[src/sv/pwm_pkg.sv]
`timescale 1ns / 1ps
`default_nettype none
// ----------------------------------------------------------------------------
// Partial window mapper package
// Shared widths, defaults, null-window constants and record types.
// ----------------------------------------------------------------------------
package pwm_pkg;

  localparam int unsigned PANEL_WIDTH  = 1200;
  localparam int unsigned PANEL_HEIGHT = 1600;

  // clipped coordinates stay within 0..4096
  localparam int unsigned COORD_W = 13;
  // widened input arithmetic: 18-bit sums and differences
  localparam int unsigned SUM_W   = 18;

  localparam int unsigned QUEUE_DEPTH = 2;

  localparam int unsigned COL_W   = 11;
  localparam int unsigned ROW_W   = 10;
  localparam int unsigned BYTES_W = 9;
  localparam int unsigned OFF_W   = 10;
  localparam int unsigned BROW_W  = 11;

  // null window for a half that takes no part
  localparam logic [COL_W-1:0]   NULL_COL_FIRST  = 11'h000;
  localparam logic [COL_W-1:0]   NULL_COL_LAST   = 11'h007;
  localparam logic [ROW_W-1:0]   NULL_ROW_FIRST  = 10'h000;
  localparam logic [ROW_W-1:0]   NULL_ROW_LAST   = 10'h001;
  localparam logic [BYTES_W-1:0] NULL_ROW_BYTES  = 9'd2;
  localparam logic [BROW_W-1:0]  NULL_BROW_FIRST = 11'd0;
  localparam logic [BROW_W-1:0]  NULL_BROW_LAST  = 11'd3;

  typedef enum logic [1:0] {
    ROT_0   = 2'd0,
    ROT_90  = 2'd1,
    ROT_180 = 2'd2,
    ROT_270 = 2'd3
  } rot_e;

  typedef logic [COORD_W-1:0] coord_t;

  typedef struct packed {
    logic   empty;
    coord_t x;
    coord_t y;
    coord_t w;
    coord_t h;
  } clip_t;

  typedef struct packed {
    logic   empty;
    coord_t cs;
    coord_t ce;
    coord_t rs;
    coord_t re;
  } job_t;

  typedef struct packed {
    logic               nothing;
    logic               half;
    logic [COL_W-1:0]   col_first;
    logic [COL_W-1:0]   col_last;
    logic [ROW_W-1:0]   row_first;
    logic [ROW_W-1:0]   row_last;
    logic [BYTES_W-1:0] row_bytes;
    logic [OFF_W-1:0]   byte_offset;
    logic [BROW_W-1:0]  brow_first;
    logic [BROW_W-1:0]  brow_last;
    logic               last;
  } res_t;

endpackage
`default_nettype wire

[src/sv/pwm_ram.sv]
`timescale 1ns / 1ps
`default_nettype none
// ----------------------------------------------------------------------------
// Job queue
// Small register FIFO between the classifying front and the emitting back.
// ----------------------------------------------------------------------------
module pwm_fifo #(
  parameter int unsigned Width = 8,
  parameter int unsigned Depth = 2
) (
  input  wire logic             clk_i,
  input  wire logic             rst_ni,
  input  wire logic             push_i,
  input  wire logic [Width-1:0] data_i,
  output logic                  full_o,
  input  wire logic             pop_i,
  output logic                  valid_o,
  output logic      [Width-1:0] data_o
);

  localparam int unsigned AW   = (Depth > 1) ? $clog2(Depth) : 1;
  localparam int unsigned CntW = $clog2(Depth + 1);

  logic [Width-1:0] mem_q [Depth];
  logic [AW-1:0]    wr_ptr_q, wr_ptr_d;
  logic [AW-1:0]    rd_ptr_q, rd_ptr_d;
  logic [CntW-1:0]  count_q, count_d;
  logic             do_push, do_pop;

  assign full_o  = (count_q == CntW'(Depth));
  assign valid_o = (count_q != '0);
  assign data_o  = mem_q[rd_ptr_q];
  assign do_push = push_i && !full_o;
  assign do_pop  = pop_i && valid_o;

  always_comb begin
    wr_ptr_d = wr_ptr_q;
    rd_ptr_d = rd_ptr_q;
    count_d  = count_q;
    if (do_push) begin
      wr_ptr_d = (wr_ptr_q == AW'(Depth - 1)) ? '0 : wr_ptr_q + 1'b1;
    end
    if (do_pop) begin
      rd_ptr_d = (rd_ptr_q == AW'(Depth - 1)) ? '0 : rd_ptr_q + 1'b1;
    end
    if (do_push && !do_pop) begin
      count_d = count_q + 1'b1;
    end else if (do_pop && !do_push) begin
      count_d = count_q - 1'b1;
    end
  end

  always_ff @(posedge clk_i or negedge rst_ni) begin
    if (!rst_ni) begin
      wr_ptr_q <= '0;
      rd_ptr_q <= '0;
      count_q  <= '0;
    end else begin
      wr_ptr_q <= wr_ptr_d;
      rd_ptr_q <= rd_ptr_d;
      count_q  <= count_d;
    end
  end

  always_ff @(posedge clk_i) begin
    if (do_push) begin
      mem_q[wr_ptr_q] <= data_i;
    end
  end

endmodule
`default_nettype wire

[src/sv/pwm_front.sv]
`timescale 1ns / 1ps
`default_nettype none
// ----------------------------------------------------------------------------
// Mapper front end
// Clips the rectangle to the logical screen, then maps it to aligned
// panel-native column and row bounds. Two register stages.
// ----------------------------------------------------------------------------
module pwm_front #(
  parameter int unsigned PanelWidth  = pwm_pkg::PANEL_WIDTH,
  parameter int unsigned PanelHeight = pwm_pkg::PANEL_HEIGHT
) (
  input  wire logic               clk_i,
  input  wire logic               rst_ni,
  input  wire pwm_pkg::rot_e      rotation_i,
  input  wire logic               in_valid_i,
  output logic                    in_stall_o,
  input  wire logic signed [15:0] rect_x_i,
  input  wire logic signed [15:0] rect_y_i,
  input  wire logic signed [15:0] rect_w_i,
  input  wire logic signed [15:0] rect_h_i,
  output logic                    job_valid_o,
  output pwm_pkg::job_t           job_o,
  input  wire logic               job_full_i
);

  localparam int unsigned SW = pwm_pkg::SUM_W;
  localparam int unsigned CW = pwm_pkg::COORD_W;

  localparam logic signed [SW-1:0] LwPw = SW'(PanelWidth);
  localparam logic signed [SW-1:0] LwPh = SW'(PanelHeight);
  localparam pwm_pkg::coord_t      Pw   = CW'(PanelWidth);
  localparam pwm_pkg::coord_t      Ph   = CW'(PanelHeight);

  logic           s1_valid_q;
  pwm_pkg::clip_t s1_q, s1_d;
  logic           s2_valid_q;
  pwm_pkg::job_t  s2_q, s2_d;
  logic           s1_adv, s2_load;

  assign s2_load     = !s2_valid_q || !job_full_i;
  assign s1_adv      = !s1_valid_q || s2_load;
  assign in_stall_o  = !s1_adv;
  assign job_valid_o = s2_valid_q;
  assign job_o       = s2_q;

  // stage 1: clip
  logic                 odd;
  logic signed [SW-1:0] x_s, y_s, w_s, h_s, lw, lh;
  logic signed [SW-1:0] xe, ye, xa, ya, wa, ha, wb, hb;

  always_comb begin
    odd = (rotation_i == pwm_pkg::ROT_90) || (rotation_i == pwm_pkg::ROT_270);
    lw  = odd ? LwPh : LwPw;
    lh  = odd ? LwPw : LwPh;
    x_s = SW'(rect_x_i);
    y_s = SW'(rect_y_i);
    w_s = SW'(rect_w_i);
    h_s = SW'(rect_h_i);
    // right edge is x+w whether or not the left edge gets pulled in
    xe  = x_s + w_s;
    ye  = y_s + h_s;
    xa  = x_s[SW-1] ? '0 : x_s;
    ya  = y_s[SW-1] ? '0 : y_s;
    wa  = x_s[SW-1] ? xe : w_s;
    ha  = y_s[SW-1] ? ye : h_s;
    wb  = (xe > lw) ? lw - xa : wa;
    hb  = (ye > lh) ? lh - ya : ha;
    s1_d.empty = wb[SW-1] || (wb == '0) || hb[SW-1] || (hb == '0);
    s1_d.x     = xa[CW-1:0];
    s1_d.y     = ya[CW-1:0];
    s1_d.w     = wb[CW-1:0];
    s1_d.h     = hb[CW-1:0];
  end

  // stage 2: rotate and align
  pwm_pkg::coord_t cs, ce, rs, re, ce_o, re_o;

  always_comb begin
    unique case (rotation_i)
      pwm_pkg::ROT_0: begin
        cs = s1_q.x;
        ce = s1_q.x + s1_q.w - 1'b1;
        rs = s1_q.y;
        re = s1_q.y + s1_q.h - 1'b1;
      end
      pwm_pkg::ROT_90: begin
        cs = Pw - s1_q.y - s1_q.h;
        ce = Pw - 1'b1 - s1_q.y;
        rs = s1_q.x;
        re = s1_q.x + s1_q.w - 1'b1;
      end
      pwm_pkg::ROT_180: begin
        cs = Pw - s1_q.x - s1_q.w;
        ce = Pw - 1'b1 - s1_q.x;
        rs = Ph - s1_q.y - s1_q.h;
        re = Ph - 1'b1 - s1_q.y;
      end
      pwm_pkg::ROT_270: begin
        cs = s1_q.y;
        ce = s1_q.y + s1_q.h - 1'b1;
        rs = Ph - s1_q.x - s1_q.w;
        re = Ph - 1'b1 - s1_q.x;
      end
      default: begin
        cs = '0;
        ce = '0;
        rs = '0;
        re = '0;
      end
    endcase
    ce_o       = ce | CW'(3);
    re_o       = re | CW'(1);
    s2_d.empty = s1_q.empty;
    s2_d.cs    = {cs[CW-1:2], 2'b00};
    s2_d.ce    = (ce_o >= Pw) ? Pw - 1'b1 : ce_o;
    s2_d.rs    = {rs[CW-1:1], 1'b0};
    s2_d.re    = (re_o >= Ph) ? Ph - 1'b1 : re_o;
  end

  always_ff @(posedge clk_i or negedge rst_ni) begin
    if (!rst_ni) begin
      s1_valid_q <= 1'b0;
      s2_valid_q <= 1'b0;
    end else begin
      if (s1_adv) begin
        s1_valid_q <= in_valid_i;
      end
      if (s2_load) begin
        s2_valid_q <= s1_valid_q;
      end
    end
  end

  always_ff @(posedge clk_i) begin
    if (s1_adv && in_valid_i) begin
      s1_q <= s1_d;
    end
    if (s2_load && s1_valid_q) begin
      s2_q <= s2_d;
    end
  end

endmodule
`default_nettype wire

[src/sv/pwm_back.sv]
`timescale 1ns / 1ps
`default_nettype none
// ----------------------------------------------------------------------------
// Mapper back end
// Splits an aligned window between the two controller halves and emits one
// result per cycle into the output register while the output is not stalled.
// ----------------------------------------------------------------------------
module pwm_back #(
  parameter int unsigned PanelWidth = pwm_pkg::PANEL_WIDTH
) (
  input  wire logic          clk_i,
  input  wire logic          rst_ni,
  input  wire logic          job_valid_i,
  input  wire pwm_pkg::job_t job_i,
  output logic               job_pop_o,
  output logic               out_valid_o,
  input  wire logic          out_stall_i,
  output pwm_pkg::res_t      res_o
);

  localparam int unsigned CW     = pwm_pkg::COORD_W;
  localparam int unsigned HalfI  = PanelWidth / 2;
  localparam int unsigned HalfBI = HalfI / 2;
  localparam pwm_pkg::coord_t Half  = CW'(HalfI);
  localparam pwm_pkg::coord_t HalfB = CW'(HalfBI);

  logic            out_valid_q;
  pwm_pkg::res_t   res_q, res_d;
  logic            phase_q;
  logic            load, take;
  logic            inv;
  pwm_pkg::coord_t lcs, lce, base, span, reh, rowl;

  assign load        = !out_valid_q || !out_stall_i;
  assign take        = job_valid_i && load;
  assign job_pop_o   = take && (job_i.empty || phase_q);
  assign out_valid_o = out_valid_q;
  assign res_o       = res_q;

  always_comb begin
    if (phase_q) begin
      inv  = (job_i.ce >= Half);
      lcs  = (job_i.cs >= Half) ? job_i.cs - Half : '0;
      lce  = job_i.ce - Half;
      base = HalfB;
    end else begin
      inv  = (job_i.cs < Half);
      lcs  = job_i.cs;
      lce  = (job_i.ce < Half) ? job_i.ce : Half - 1'b1;
      base = '0;
    end
    span = lce - lcs + 1'b1;
    reh  = job_i.re + 1'b1;
    rowl = (reh >> 1) - 1'b1;

    res_d         = '0;
    res_d.half    = phase_q;
    res_d.last    = phase_q;
    if (job_i.empty) begin
      res_d.nothing = 1'b1;
      res_d.half    = 1'b0;
      res_d.last    = 1'b1;
    end else if (inv) begin
      res_d.col_first   = pwm_pkg::COL_W'({lcs, 1'b0});
      res_d.col_last    = pwm_pkg::COL_W'({lce, 1'b1});
      res_d.row_first   = pwm_pkg::ROW_W'(job_i.rs >> 1);
      res_d.row_last    = pwm_pkg::ROW_W'(rowl);
      res_d.row_bytes   = pwm_pkg::BYTES_W'(span >> 1);
      res_d.byte_offset = pwm_pkg::OFF_W'(base + (lcs >> 1));
      res_d.brow_first  = pwm_pkg::BROW_W'(job_i.rs);
      res_d.brow_last   = pwm_pkg::BROW_W'(job_i.re);
    end else begin
      res_d.col_first   = pwm_pkg::NULL_COL_FIRST;
      res_d.col_last    = pwm_pkg::NULL_COL_LAST;
      res_d.row_first   = pwm_pkg::NULL_ROW_FIRST;
      res_d.row_last    = pwm_pkg::NULL_ROW_LAST;
      res_d.row_bytes   = pwm_pkg::NULL_ROW_BYTES;
      res_d.byte_offset = pwm_pkg::OFF_W'(base);
      res_d.brow_first  = pwm_pkg::NULL_BROW_FIRST;
      res_d.brow_last   = pwm_pkg::NULL_BROW_LAST;
    end
  end

  always_ff @(posedge clk_i or negedge rst_ni) begin
    if (!rst_ni) begin
      out_valid_q <= 1'b0;
      phase_q     <= 1'b0;
    end else begin
      if (load) begin
        out_valid_q <= job_valid_i;
      end
      if (take) begin
        phase_q <= !job_pop_o;
      end
    end
  end

  always_ff @(posedge clk_i) begin
    if (take) begin
      res_q <= res_d;
    end
  end

endmodule
`default_nettype wire

[src/sv/partial_window_mapper_top.sv]
`timescale 1ns / 1ps
`default_nettype none
// Path: each input passes the front-end clip and align registers, the job queue
// and the output register; the slave result follows the master result.
// Throughput: a drawable rectangle gives two results through the single output
// register; empty rectangles go one per cycle while the output is not stalled.
// Reset: rotation returns to 0 and all pipeline, queue and output state empties.
// ----------------------------------------------------------------------------
// Partial window mapper top level
// Rotation register, clip/map front end, job queue and half-splitting back end.
// ----------------------------------------------------------------------------
module partial_window_mapper_top #(
  parameter int unsigned PanelWidth  = pwm_pkg::PANEL_WIDTH,
  parameter int unsigned PanelHeight = pwm_pkg::PANEL_HEIGHT
) (
  input  wire logic                          clk_i,
  input  wire logic                          rst_ni,
  input  wire logic                          cfg_we_i,
  input  wire logic [1:0]                    cfg_data_i,
  input  wire logic                          in_valid_i,
  output logic                               in_stall_o,
  input  wire logic signed [15:0]            rect_x_i,
  input  wire logic signed [15:0]            rect_y_i,
  input  wire logic signed [15:0]            rect_w_i,
  input  wire logic signed [15:0]            rect_h_i,
  output logic                               out_valid_o,
  input  wire logic                          out_stall_i,
  output logic                               nothing_to_draw_o,
  output logic                               chip_half_o,
  output logic [pwm_pkg::COL_W-1:0]          win_col_first_o,
  output logic [pwm_pkg::COL_W-1:0]          win_col_last_o,
  output logic [pwm_pkg::ROW_W-1:0]          win_row_first_o,
  output logic [pwm_pkg::ROW_W-1:0]          win_row_last_o,
  output logic [pwm_pkg::BYTES_W-1:0]        row_bytes_o,
  output logic [pwm_pkg::OFF_W-1:0]          buffer_byte_offset_o,
  output logic [pwm_pkg::BROW_W-1:0]         buffer_row_first_o,
  output logic [pwm_pkg::BROW_W-1:0]         buffer_row_last_o,
  output logic                               last_result_o
);

  localparam int unsigned JobW = $bits(pwm_pkg::job_t);

  pwm_pkg::rot_e rotation_q;
  logic          front_valid, q_full, q_valid, q_pop;
  pwm_pkg::job_t front_job;
  logic [JobW-1:0] q_data;
  pwm_pkg::res_t res;

  always_ff @(posedge clk_i or negedge rst_ni) begin
    if (!rst_ni) begin
      rotation_q <= pwm_pkg::ROT_0;
    end else if (cfg_we_i) begin
      rotation_q <= pwm_pkg::rot_e'(cfg_data_i);
    end
  end

  pwm_front #(
    .PanelWidth (PanelWidth),
    .PanelHeight(PanelHeight)
  ) u_front (
    .clk_i      (clk_i),
    .rst_ni     (rst_ni),
    .rotation_i (rotation_q),
    .in_valid_i (in_valid_i),
    .in_stall_o (in_stall_o),
    .rect_x_i   (rect_x_i),
    .rect_y_i   (rect_y_i),
    .rect_w_i   (rect_w_i),
    .rect_h_i   (rect_h_i),
    .job_valid_o(front_valid),
    .job_o      (front_job),
    .job_full_i (q_full)
  );

  pwm_fifo #(
    .Width(JobW),
    .Depth(pwm_pkg::QUEUE_DEPTH)
  ) u_queue (
    .clk_i  (clk_i),
    .rst_ni (rst_ni),
    .push_i (front_valid),
    .data_i (front_job),
    .full_o (q_full),
    .pop_i  (q_pop),
    .valid_o(q_valid),
    .data_o (q_data)
  );

  pwm_back #(
    .PanelWidth(PanelWidth)
  ) u_back (
    .clk_i      (clk_i),
    .rst_ni     (rst_ni),
    .job_valid_i(q_valid),
    .job_i      (pwm_pkg::job_t'(q_data)),
    .job_pop_o  (q_pop),
    .out_valid_o(out_valid_o),
    .out_stall_i(out_stall_i),
    .res_o      (res)
  );

  assign nothing_to_draw_o    = res.nothing;
  assign chip_half_o          = res.half;
  assign win_col_first_o      = res.col_first;
  assign win_col_last_o       = res.col_last;
  assign win_row_first_o      = res.row_first;
  assign win_row_last_o       = res.row_last;
  assign row_bytes_o          = res.row_bytes;
  assign buffer_byte_offset_o = res.byte_offset;
  assign buffer_row_first_o   = res.brow_first;
  assign buffer_row_last_o    = res.brow_last;
  assign last_result_o        = res.last;

endmodule
`default_nettype wire

[config.mk]
export PLATFORM = sky130hd
export DESIGN_NAME = partial_window_mapper_top
export DESIGN_NICKNAME = d
export VERILOG_FILES = /design/src/sv/pwm_pkg.sv /design/src/sv/pwm_ram.sv /design/src/sv/pwm_front.sv /design/src/sv/pwm_back.sv /design/src/sv/partial_window_mapper_top.sv
export SDC_FILE = /design/constraint.sdc
export NUM_CORES = 1
export LEC_CHECK = 0
export BUFFER_PORTS_ARGS = -buffer_cell sky130_fd_sc_hd__clkbuf_2
export CORE_MARGIN = 5
export CORE_UTILIZATION = 55
export CTS_CLUSTER_SIZE = 20
export DETAILED_ROUTE_END_ITERATION = 10
export GPL_TIMING_DRIVEN = 0
export HOLD_SLACK_MARGIN = 0.06
export PLACE_DENSITY = 0.77
export SYNTH_ARGS = -nofsm -noshare
export SYNTH_HDL_FRONTEND = slang
export SYNTH_SLANG_ARGS = --single-unit
export TNS_END_PERCENT = 1
[constraint.sdc]
create_clock -name clk_i -period 4.9 [get_ports clk_i]
set_clock_uncertainty 0.2 [all_clocks]
set_input_delay 0.49 -clock clk_i [delete_from_list [all_inputs] [get_ports clk_i]]
set_output_delay 0.49 -clock clk_i [all_outputs]
set_load 0.005 [all_outputs]
# After elaboration in Yosys (flattened, before gate mapping)
# Memories as Yosys holds them, arrays and structs flattened.
# Index checks and enable logic that the tools add are counted.
# Widths: inputs -> output; s select.
[totals]
input_bits = 71
word_cells = 138
ram_bits = 100
register_bits = 199
n_memories = 1
output_inout_bits = 88
[memory_table]
columns = ["memory", "depth", "width", "read_ports", "rd_clocked_by_memory_dff", "wr", "line", "rtl"]
rows = [
  ["u_queue.mem_q", 2, 50, 1, 0, 1, "pwm_ram.sv:24", "logic [Width-1:0] mem_q [Depth];"],
]
[classes]
mux = 26
n_eq_ne = 4
reduce_logical = 31
n_addsub = 31
n_lt_le_gt_ge = 8
bitwise = 1
[op_table]
columns = ["operator", "n"]
rows = [
  ["$pmux 13 s4", 4],
  ["$sub 11x13->13 const A", 8],
  ["$mux 18", 4],
  ["$mux 64", 1],
  ["$sub 13x13->13", 4],
  ["$mux 10", 4],
  ["$gt 18x18->1", 2],
  ["$logic_not 18->1", 2],
  ["$sub 18x18->18", 2],
  ["$add 16x16->17", 2],
  ["$mux 15", 2],
  ["$add 13x13->13", 2],
  ["$ge 13x10->1 const B", 2],
  ["$ge 13x11->1 const B", 2],
  ["$lt 13x10->1 const B", 2],
  ["$sub 13x1->13 const B", 2],
  ["$mux 11", 2],
  ["$add 11x1->11 const B", 1],
  ["$sub 11x10->11 const B", 1],
  ["$add 10x1->10 const B", 1],
  ["$add 9x10->10", 1],
  ["$sub 10x1->10 const B", 1],
  ["$sub 10x10->10", 1],
  ["$sub 10x10->10 const B", 1],
  ["other kinds (15)", 47],
]

# Logic depth before layout (Yosys ltp)
[logic_depth]
word_depth = 9
depth_mapped = 23
ltp_nobuf = 18

# Modules after synthesis
# A second synthesis with hierarchy kept.
[unflattened]
hier_cells = 1932
area_unflattened_um2 = 20698.6
[modules_own_cells]
columns = ["mod", "area_per_inst_um2", "instances", "seq_area_each_um2", "cells_each"]
rows = [
  ["pwm_front", 11810.1, 1, 3052.9, 1325],
  ["pwm_back", 4543.1, 1, 2242.2, 419],
  ["pwm_fifo", 4272.8, 1, 3283.1, 184],
  ["partial_window_mapper_top", 72.6, 1, 50.0, 4],
]

# Least setup slack after synthesis
# No wires, ideal clock.
[synth_timing]
kind = "reg2reg"
startpoint = "reg u_queue.count_q[0]"
endpoint = "reg u_queue.count_q[1]"
slack_ps = -246
n_path_buf = 0
arrival_time_ps = 4867
setup_ps = 79
synth_period_minus_slack_ps = 5146
path_stages_with_launch = 8
cell_sequence = "dfrtp_1 -> nor2_1 -> a21oi_1 -> nand2_1 -> ha_1 -> xor2_1 -> nor2_1 -> xor2_1"
[synth_via]
elab_chain_cells = 7
elab_cells_between_ends = 16
cone_classes = "add/sub: 2; eq/ne: 1; mux: 2; reduce/logical: 11"
[synth_rtl]
columns = ["element", "line", "rtl"]
rows = [
  ["start, declared", "pwm_ram.sv:27", "logic [CntW-1:0] count_q, count_d;"],
  ["start signal, assigned", "pwm_ram.sv:61", "count_q <= count_d;"],
  ["$reduce_bool 2->1 (*)", "pwm_ram.sv:31", "assign valid_o = (count_q != '0);"],
  ["$logic_and 1x1->1 (*)", "pwm_back.sv:35", "assign take = job_valid_i && load;"],
  ["net u_back.take", "pwm_back.sv:30", "logic load, take;"],
  ["$logic_and 1x1->1 (*)", "pwm_back.sv:36", "assign job_pop_o = take && (job_i.empty || phase_q);"],
  ["$logic_and 1x1->1 (*)", "pwm_ram.sv:34", "assign do_pop = pop_i && valid_o;"],
  ["$logic_not 1->1", "pwm_ram.sv:46", "if (do_push && !do_pop) begin"],
  ["$logic_and 1x1->1", "pwm_ram.sv:46", ""],
  ["$mux 2 / $reduce_bool 2->1 (equally long branches)", "-", ""],
]
# The timed path passes the listed nets; every way through them passes the cells marked *. The select of a mux whose other input is x is not followed.
# A chain may end at the register's enable or synchronous reset.

# Worst setup path in the final report
[layout_timing]
startpoint = "reg u_queue.rd_ptr_q"
endpoint = "reg u_back.res_q, in the netlist u_back.res_o[41] (data pin)"
[layout_via]
elab_chain_cells = 6
elab_cells_between_ends = 16
cone_classes = "add/sub: 4; order compare: 4; mux: 5; bitwise: 1; reduce/logical: 1; memory: 1"
[layout_rtl]
columns = ["element", "line", "rtl"]
rows = [
  ["start, declared", "pwm_ram.sv:26", "logic [AW-1:0] rd_ptr_q, rd_ptr_d;"],
  ["start signal, assigned", "pwm_ram.sv:60", "rd_ptr_q <= rd_ptr_d;"],
  ["$mem_v2 2x50 (*)", "-", ""],
  ["$lt 13x10->1", "pwm_back.sv:49", "lce = (job_i.ce < Half) ? job_i.ce : Half - 1'b1;"],
  ["$mux 10", "pwm_back.sv:49", ""],
  ["$mux 10 (*)", "pwm_back.sv:41", "if (phase_q) begin"],
  ["net u_back.lce[3]", "pwm_back.sv:32", "pwm_pkg::coord_t lcs, lce, base, span, reh, rowl;"],
  ["$sub 10x10->10 (*)", "pwm_back.sv:52", "span = lce - lcs + 1'b1;"],
  ["$add 10x1->10 (*)", "pwm_back.sv:52", ""],
  ["end signal, assigned", "pwm_back.sv:100", "res_q <= res_d;"],
  ["end, declared", "pwm_back.sv:28", "pwm_pkg::res_t res_q, res_d;"],
]
# The timed path passes the listed nets; every way through them passes the cells marked *.

==> results.md <==
- The critical path data arrival time is 4900 ps.
- Setup violations remaining at the end of the flow were counted as 0.
- A synthesized cell averages a little over 10 um2.
- The floorplan die width is about 190 um.
- The slowest stage of the critical path is the sky130_fd_sc_hd__dfrtp_1 cell.
- The half-perimeter wire length of the detailed placement result is 38130 um.
- The highest attainable clock frequency is 206.6 MHz.
- Setup repair after global routing could not meet its margin everywhere.
- The number of synthesized flops with an enable pin is 246.
- The first detailed-routing pass ran for 5 iterations.
- For this run, the leading register cell type out of synthesis is sky130_fd_sc_hd__edfxtp_1.
- Port buffering added 152 buffers.
- The vias after detailed routing is between 10000 and 15000.
- In this run, the number of DRC markers left after iteration 0 of detailed routing was 939.
- During I/O placement, the number of pins put on the boundary was 159.
- The critical path data required time is around 5000 ps.
- For this block, the routed nets add up to 47210 um of wire.
- The clock period could shrink to 4840 ps.
- The initial core utilization is 55.38%.
- Traced cell by cell, the critical path runs through buf_6 -> buf_8 -> buf_8 -> buf_12 -> mux2i_4 -> inv_1 -> ha_1 -> nand2b_1 -> a21oi_2 -> o21a_1 -> buf_6 -> nand3_1 -> nand2_1 -> ha_1 -> ha_1 -> a21o_1 -> a21o_1 -> a21o_1 -> a21o_1 -> a21o_1 -> a21oi_2 -> xnor2_1 -> nor2_1.
- The final core utilization is 63.22%.
- The max-capacitance violation count is 0.
- The worst path buffer plus inverter count is 6.
- Once detail routing completed, the nets flagged for antenna violations numbered 0.
- Once placement completed, the tool counted placed cells totaling 2415.
- Leaving out fill and tap cells, the most frequent cell in the layout is sky130_fd_sc_hd__edfxtp_1.
- After detailed routing, the number of remaining DRC violations is 0.
- For this design the static power due to leakage is 8.986 nW.
- Summed over all layers, the global routing overflow is 0.
- The first global-routing pass estimated 74560 um of wire.
- Routability-driven placement finished with a final weighted congestion of 0.9918.
- The maximum clock insertion buffer count is 3.
- The worst hold slack after final layout is 84.65 ps.
- The clock root buffer master is sky130_fd_sc_hd__clkbuf_16.
- The fraction of registers with async set/reset is 3.906%.
- The start-to-end type of the worst setup path is flip-flop to flip-flop.
- The area growth from synthesis to final layout is 14.15%.
- The number of placement rows is 67.
- Among the stages of the critical path, the cell type that occurs most often is sky130_fd_sc_hd__a21o_1.
- For the pin with the worst max-slew slack, the measured transition is ~1000 ps.
- In this run the tightest slew margin relative to its limit is 34.29%.
- The top cell types in the final layout, fill and taps aside, are sky130_fd_sc_hd__edfxtp_1 (246), sky130_fd_sc_hd__ha_1 (172), sky130_fd_sc_hd__inv_1 (163).
- The design area is 21040 um2.
- The summed negative setup slack over all endpoints is 0 ps.
- The number of nets in the final layout is 2252.
- After detailed routing, the number of vias per cell comes to 5.713.
- The count of distinct cell types in the synthesized netlist is 81.
- After synthesis, flip-flops and latches occupy 41.44% of the total area.
- STA classifies the critical path startpoint as a flip-flop.
- The minimum setup slack among reg-to-reg paths is between 60 and 70 ps.
- The global-route total usage across every layer is 25.46%.
- The endpoint type of the worst setup path is a flip-flop.
- The number of antenna violations at the first check in global routing was 1.
- The average detailed-routed wire length per instance is 19.12 um.
- The clock latency at the later pin of the worst-skew pair is roughly 550 ps.
- The number of synthesized register bits is 256.
- After clock tree synthesis, the clock-pin slew on the worst setup and hold paths is 60 ps.
- The vertical die dimension is 193.1 um.
- TritonCTS built the clock tree.
- In this run the worst path has a maximum fanout of 10.
- The maximum number of pins on one net before global-route repair is 46.
- The flow ran to the end, and the final reports show no timing, DRC or antenna violations.
- Once layout is complete, the cells apart from fillers number 2469.
- Power spread over the standard cell area amounts to 607.1 nW/um2.
- In this run the standard cell core region covers 33280 um2.
- The maximum vdd drop is 0.0003911 V.
- After detailed placement, the total cell area comes to 19920 um2.
- In the final layout, the share of cells above drive strength 1 is 15.05%.
- The floorplan die area is 37270 um2.
- The number of buffers created by CTS is 26.
- The longest individual stage delay on the worst path is 350 ps.
- The minimum setup slack after placement is -1034 ps.
- During synthesis, Yosys emitted a total of 0 warnings.
- The total clock sinks is 256.
- After technology mapping, the gate count stands at roughly 1800.
- The total power after layout is between 10 and 15 mW.
- CTS built an H-tree with a depth of 1.
- The path class of the tightest hold or removal check is input port to flip-flop.
- In this run the cell area of the synthesized design comes to 18430 um2.
- The via count of the first global-routing pass was 13990.
- On the critical path the largest part of the delay comes from compound AO/OA/AOI/OAI gates.
- The post-layout worst setup margin is 60.42 ps.
- The share of the clock period used by the worst path after layout is 98.77%.
- The number of pins exceeding their max-slew limit in the final report is 0.
- The number of hold-slack violations in the final timing report is 0.
-- sequential cells by signal, summed over array words and instances (netlist names) --
| signal | count |
|---|---|
| u_queue.rd_ptr_q | 1 |
| u_front.s1_q | 53 |
| rotation_q | 2 |
| u_front.job_o | 43 |
| u_queue.count_q | 2 |
| u_back.res_o | 64 |
| u_queue.mem_q | 86 |
| u_back.out_valid_o | 1 |
| u_front.job_valid_o | 1 |
| u_back.phase_q | 1 |
| u_front.s1_valid_q | 1 |
| u_queue.wr_ptr_q | 1 |
-- final timing paths --
path / startpoint / to / depth (start not counted)
worst max-delay path: u_queue.rd_ptr_q$_DFFE_PN0P_ / u_back.res_o[41]$_SDFFCE_PP0P_ / 23
worst min-delay path: rect_x_i[4] / u_front.s1_q[43]$_DFFE_PP_ / 3
worst max register to register: u_queue.rd_ptr_q$_DFFE_PN0P_ / u_back.res_o[41]$_SDFFCE_PP0P_ / 23
worst min register to register: u_front.job_o[49]$_DFFE_PP_ / u_queue.mem_q[0][43]$_DFFE_PP_ / 0
max in group asynchronous: rst_ni / u_queue.rd_ptr_q$_DFFE_PN0P_ / 2
min in group asynchronous: rst_ni / rotation_q[0]$_DFFE_PN0P_ / 2
-- worst register-to-register path: stages, from the launching register on --
cell,delay (ps)
sky130_fd_sc_hd__dfrtp_1,350
sky130_fd_sc_hd__buf_6,150
sky130_fd_sc_hd__buf_8,160
sky130_fd_sc_hd__buf_8,160
sky130_fd_sc_hd__buf_12,160
sky130_fd_sc_hd__mux2i_4,260
sky130_fd_sc_hd__inv_1,100
sky130_fd_sc_hd__ha_1,220
sky130_fd_sc_hd__nand2b_1,180
sky130_fd_sc_hd__a21oi_2,180
sky130_fd_sc_hd__o21a_1,170
sky130_fd_sc_hd__buf_6,150
sky130_fd_sc_hd__nand3_1,100
sky130_fd_sc_hd__nand2_1,110
sky130_fd_sc_hd__ha_1,270
sky130_fd_sc_hd__ha_1,330
sky130_fd_sc_hd__a21o_1,190
sky130_fd_sc_hd__a21o_1,200
sky130_fd_sc_hd__a21o_1,180
sky130_fd_sc_hd__a21o_1,200
sky130_fd_sc_hd__a21o_1,200
sky130_fd_sc_hd__a21oi_2,160
sky130_fd_sc_hd__xnor2_1,130
sky130_fd_sc_hd__nor2_1,60
-- layout make-up --
cell class,count,area (um2)
inverter,166,623.1
tap,448,560.5
clock inverter,15,236.5
fill,2740,12240
sequential,256,7637
antenna,1,2.502
clock buffer,32,694.4
buffer,75,431.7
multi-input combinational,1309,9883
timing repair buffer,167,970.9
-- synth_stat cells (4+ instances only) --
| library cell | number | area share [%] |
|---|---|---|
| sky130_fd_sc_hd__a21oi_1 | 123 | 3.3 |
| sky130_fd_sc_hd__or4_1 | 5 | 0.20 |
| sky130_fd_sc_hd__nand3_1 | 22 | 0.60 |
| sky130_fd_sc_hd__a21boi_0 | 5 | 0.20 |
| sky130_fd_sc_hd__buf_1 | 11 | 0.22 |
| sky130_fd_sc_hd__buf_4 | 22 | 0.90 |
| sky130_fd_sc_hd__mux4_2 | 20 | 2.4 |
| sky130_fd_sc_hd__or2_2 | 11 | 0.37 |
| sky130_fd_sc_hd__a211o_1 | 9 | 0.43 |
| sky130_fd_sc_hd__o211ai_1 | 11 | 0.45 |
| sky130_fd_sc_hd__a211oi_1 | 17 | 0.69 |
| sky130_fd_sc_hd__fa_1 | 8 | 0.87 |
| sky130_fd_sc_hd__or3_1 | 9 | 0.31 |
| sky130_fd_sc_hd__o21bai_1 | 23 | 0.94 |
| sky130_fd_sc_hd__o41ai_1 | 4 | 0.19 |
| sky130_fd_sc_hd__buf_2 | 8 | 0.22 |
| sky130_fd_sc_hd__nand3b_1 | 6 | 0.24 |
| sky130_fd_sc_hd__o31a_1 | 6 | 0.29 |
| sky130_fd_sc_hd__a31oi_1 | 15 | 0.51 |
| sky130_fd_sc_hd__inv_1 | 163 | 3.3 |
| sky130_fd_sc_hd__a2111oi_0 | 4 | 0.19 |
| sky130_fd_sc_hd__nor3_1 | 25 | 0.68 |
| sky130_fd_sc_hd__dfrtp_1 | 10 | 1.4 |
| sky130_fd_sc_hd__edfxtp_1 | 246 | 40 |
| sky130_fd_sc_hd__o21ai_0 | 76 | 2.1 |
| sky130_fd_sc_hd__nand2_1 | 111 | 2.3 |
| sky130_fd_sc_hd__o21a_1 | 13 | 0.53 |
| sky130_fd_sc_hd__nor3b_1 | 8 | 0.33 |
| sky130_fd_sc_hd__clkbuf_1 | 37 | 0.75 |
| sky130_fd_sc_hd__o2111ai_1 | 4 | 0.19 |
| sky130_fd_sc_hd__o22ai_1 | 8 | 0.27 |
| sky130_fd_sc_hd__nor2b_1 | 28 | 0.95 |
| sky130_fd_sc_hd__a21o_1 | 38 | 1.5 |
| sky130_fd_sc_hd__nand2b_1 | 19 | 0.64 |
| sky130_fd_sc_hd__xor2_1 | 52 | 2.5 |
| sky130_fd_sc_hd__ha_1 | 172 | 12 |
| sky130_fd_sc_hd__a31o_2 | 4 | 0.19 |
| sky130_fd_sc_hd__and2_1 | 8 | 0.27 |
| sky130_fd_sc_hd__mux2_2 | 14 | 0.86 |
| sky130_fd_sc_hd__nor2_1 | 157 | 3.2 |
| sky130_fd_sc_hd__and3_1 | 21 | 0.71 |
| sky130_fd_sc_hd__mux2i_1 | 71 | 3.9 |
| sky130_fd_sc_hd__nand4_1 | 9 | 0.31 |
| sky130_fd_sc_hd__xnor2_1 | 95 | 4.5 |
| sky130_fd_sc_hd__nor4_1 | 13 | 0.44 |
-- routing by layer --
| metal | vias to the layer above | GRT usage (%) | wire, um |
|---|---|---|---|
| met2 | 461 | 45.57 | 23450 |
| met5 | - | 0 | 0 |
| met1 | 6617 | 31.02 | 18990 |
| met3 | 124 | 2.665 | 2400 |
| met4 | 0 | 11.74 | 2371 |
| li1 | 6903 | - | - |
-- kinds of logic after synthesis --
group	after synthesis	share of synthesized area (%)
and+or+nand+nor	468	12.30
adders and majority gates	180	12.54
other	1	0.02035
DFF	256	41.44
AOI/OAI and AO/OA	401	14.09
xor gates and xnor gates	147	6.985
muxes	105	7.155
buffers and inverters	244	5.471
-- power by group --
part / switching [mW] / leakage, nW / internal [mW]
Clock: 0.807 / 0.441 / 1.32
Sequential: 0.342 / 2.48 / 3.55
Combinational: 3.93 / 6.07 / 2.82
Total: 5.08 / 8.99 / 7.69
-- repair_timing --
| action | in CTS | in global routing |
|---|---|---|
| pin swaps | 0 | 1 |
| gates resized for setup | 19 | 12 |
| endpoints found under the setup margin | 50 | 19 |
| setup buffers | 0 | 0 |
| hold buffers | 9 | 0 |
| endpoints found under the hold margin | 14 | 0 |
Power figures use the tool's default switching activity.
